`src/rtl/core/bpq_entry_ram.sv`:
```
// ----------------------------------------------------------------------------
// bpq_entry_ram
// Entry storage: one write port, one read port with registered read data.
// ----------------------------------------------------------------------------
`default_nettype none

module bpq_entry_ram #(
    parameter int DEPTH = 64,
    parameter int WIDTH = 39
) (
    input  wire logic                     aclk,
    input  wire logic                     wr_en,
    input  wire logic [$clog2(DEPTH)-1:0] wr_addr,
    input  wire logic [WIDTH-1:0]         wr_data,
    input  wire logic                     rd_en,
    input  wire logic [$clog2(DEPTH)-1:0] rd_addr,
    output logic      [WIDTH-1:0]         rd_data
);

    logic [WIDTH-1:0] mem [DEPTH];
    logic [WIDTH-1:0] rd_data_reg;

    // write first in code order, read returns the old contents
    always_ff @(posedge aclk) begin
        if (wr_en) begin
            mem[wr_addr] <= wr_data;
        end
        if (rd_en) begin
            rd_data_reg <= mem[rd_addr];
        end
    end

    assign rd_data = rd_data_reg;

endmodule

`default_nettype wire

```
`config.mk`:
```
export PLATFORM = sky130hd
export DESIGN_NAME = bpq_entry_ram
export DESIGN_NICKNAME = d
export VERILOG_FILES = /design/src/rtl/core/bpq_entry_ram.sv
export SDC_FILE = /design/constraint.sdc
export NUM_CORES = 2
export LEC_CHECK = 0
export BUFFER_PORTS_ARGS = -buffer_cell sky130_fd_sc_hd__buf_2
export CAP_MARGIN = 20
export CORE_MARGIN = 8
export CORE_UTILIZATION = 66
export DETAILED_ROUTE_END_ITERATION = 10
export PLACE_DENSITY_LB_ADDON = 0.08
export SLEW_MARGIN = 20
export SYNTH_ARGS = -nofsm -noshare
export SYNTH_HDL_FRONTEND = slang
export SYNTH_SLANG_ARGS = --single-unit
```
`constraint.sdc`:
```
create_clock -name aclk -period 6.9 [get_ports aclk]
set_input_delay 1.38 -clock aclk [delete_from_list [all_inputs] [get_ports aclk]]
set_output_delay 1.38 -clock aclk [all_outputs]
set_load 0.01 [all_outputs]
```
==> out/qor.csv <==
metric,value,unit
Synth Area in Adders,0,%
TritonCTS buffer count,234,
Max IR drop VDD,282,uV
CP max-delay cell,nand2b_1,
dpl hpwl,140000,um
First DRT Iteration DRCs,7162,
Clock Skew,0.0239,ns
vias in the first global route,46600,
CTS root buf,clkbuf_16,
CTS tree,done,
io pins,93,
Reg2Reg Depth,5,
Critical Path Fanout Max,52,
R2R setup slack,4.28,ns
Final #Nets,4357,
Avg WL per Cell,39.5,um
Synth Area in Compound Gates,2.53,%
post-DR vias/cell,7.33,
Worst Min Path Start,mem[60][1],
htree depth,4,
CTS max path bufs,3,
Critical R2R Launch,mem[30][3],
cell mode on critical path,o22ai_1,
f_max,238,MHz
die area,158000,um^2
RePlAce Congestion,0.843,
Rows,139,
crit path launch type,primary input,
Hold Path Stages,4,
GR Util All Layers,32.3,%
simple-gate portion of the synthesized area,1.30,%
critical path class,primary input to register,
post-synthesis async set-or-reset flop share,0,%
critical path's largest stage delay,1.03,ns
max-slew violations,0,
WP data required,7.63,ns
final period utilization,60.9,%
Static Leak,0.0330,uW
post-synth cell types,42,
Clock transition at path regs,0.06,ns
IO buf count,92,
layout cell share with drive strength beyond 1,28.3,%
largest family of logic cells by synthesized area,multiplexers,
final setup fails,0,
clock latency at the later pin of the worst-skew pair,0.86,ns
main flop type after synthesis,edfxtp_1,
worst slew pin tran,1.25,ns
Routed WL,254000,um
DRC viols,0,
hold_buf cts,0,
post_cts resized,0,
xor and xnor area share after synthesis,0,%
Worst EP arrival,4.93,ns
core outline area,144000,um^2
Die W,397,um
Congestion Overflow GR,0,
Worst Hold End,rd_data[1],
P&R area growth vs syn,11.5,%
DR pass1 iterations,5,
Fin. Hold Viols,0,
post-route minimum period,4.20,ns
"EDFF count, synth",2535,
post-synthesis cell count,4059,
syn avg cell area,23.6,um^2
Post-DP Area,99100,um^2
fill count,7712,
Post-Syn Area,95700,um^2
post-layout util,74.2,%
worst rel slew slack,17.0,%
pin count of the biggest net entering global routing,142,
"Cell Chain, Critical Path","buf_8, buf_4, nand2b_1, o22ai_1, o22ai_1, o21a_1",
max reg flops,2496,
"Seq/Total Area, Yosys",79.5,%
FF-to-FF End,rd_data[3],
HP Class,register to register,
CP Capture Type,register,
status,"complete, no violations",
first-pass GRT wire length,354000,um
Worst setup startpoint,rd_addr[1],
WHS,0.968,ns
"flops & latches, synth",2535,
RSZ-0062 raised after global routing,no,
antenna-violating nets left,0,
synthesized net count,4113,
Fin Setup TNS,0,ns
Vias,47100,
Starting Density,66.6,%
# Post-CTS Setup Buffers,0,
cell area after layout,107000,um^2
CTS sink cnt,2535,
Die H,397,um
antenna violations before repair,34,
Yosys warning count,0,
mux share of post-synthesis cell area,15.3,%
power density over the cells,293,nW/um^2
number of max-cap violations,0,
[power breakdown]
| group | total (uW) | internal [uW] | switching, uW |
|---|---|---|---|
| clock network | 12600 | 7140 | 5490 |
| registers | 17100 | 17100 | 58.3 |
| logic | 1470 | 531 | 937 |
[worst max-delay path: cells and delay by family]
family | cells | cell delay, ns
buf+inv | 2 | 1.18
simple gates | 1 | 1.03
compound gates | 3 | 1.16
[how the worst max path moves through the flow]
stage / end / slack, ns
floorplan: mem[48][0] / 1.87
global placement: rd_data[7] / 1.70
detailed placement: rd_data[8] / 1.89
CTS: rd_data[8] / 2.80
global route: rd_data[5] / 2.65
finish: rd_data[24] / 2.70
[stage by stage]
step / std cells / setup slack (ns) / power, uW
after floorplan: 4059 / 1.87 / 18300
after global placement: 5963 / 1.70 / 18900
after detailed placement: 5967 / 1.89 / 18900
after CTS: 6401 / 2.80 / 31300
after global routing: 6410 / 2.65 / 31900
final: 6422 / 2.70 / 31200
[final cells by class]
cell class / instances / area, um^2 / share of cell area [%]
clock inverters: 148 / 1280 / 1.20
repair buffers: 232 / 1830 / 1.72
diodes: 18 / 45.0 / 0.0422
well taps: 1903 / 2380 / 2.23
clock buffers: 286 / 6180 / 5.79
multi-input cells: 1300 / 18900 / 17.7
flip-flops and latches: 2535 / 76100 / 71.3
[placed cells by master, fill, tap and decap left out, drive strengths merged, types with 16 or more instances in the layout]
| cell type | instances |
|---|---|
| nor4 | 31 |
| nand2 | 36 |
| nor2 | 91 |
| mux4 | 614 |
| o221ai | 22 |
| a21oi | 24 |
| clkinv | 117 |
| nand3 | 23 |
| o21ai | 24 |
| a211oi | 19 |
| a221oi | 16 |
| diode | 18 |
| a22oi | 41 |
| bufinv | 22 |
| buf | 232 |
| edfxtp | 2535 |
| mux2 | 26 |
| clkbuf | 286 |
| nor2b | 27 |
| mux2i | 55 |
| o22ai | 159 |
[kinds of logic (layout without fill, tap and decap cells)]
family / count (synthesis) / in the layout
buf+inv: 224 / 666
compound gates: 354 / 354
other cells: 0 / 18
simple gates: 251 / 251
mux: 695 / 695
flops: 2535 / 2535
[cells in the mapped netlist, drive strengths merged (16+ instances only)]
cell | count | area [um^2]
mux2 | 26 | 293
o22ai | 159 | 995
clkbuf | 77 | 289
edfxtp | 2535 | 76100
nand3 | 23 | 115
nor2 | 91 | 342
o21ai | 24 | 120
mux2i | 55 | 551
o221ai | 22 | 193
a22oi | 41 | 308
a21oi | 24 | 120
mux4 | 614 | 13800
nand2 | 36 | 135
buf | 147 | 991
a221oi | 16 | 140
nor4 | 31 | 194
nor2b | 27 | 169
a211oi | 19 | 143
[layer usage]
layer	part of all wire [%]	up-vias	global-route usage [%]
met5	0.044	-	0
met1	36	24800	45.7
met2	47	3682	49.5
met4	4.1	16	12.0
met3	13	586	8.48
li1	-	18100	-
Power figures use the tool's default switching activity.
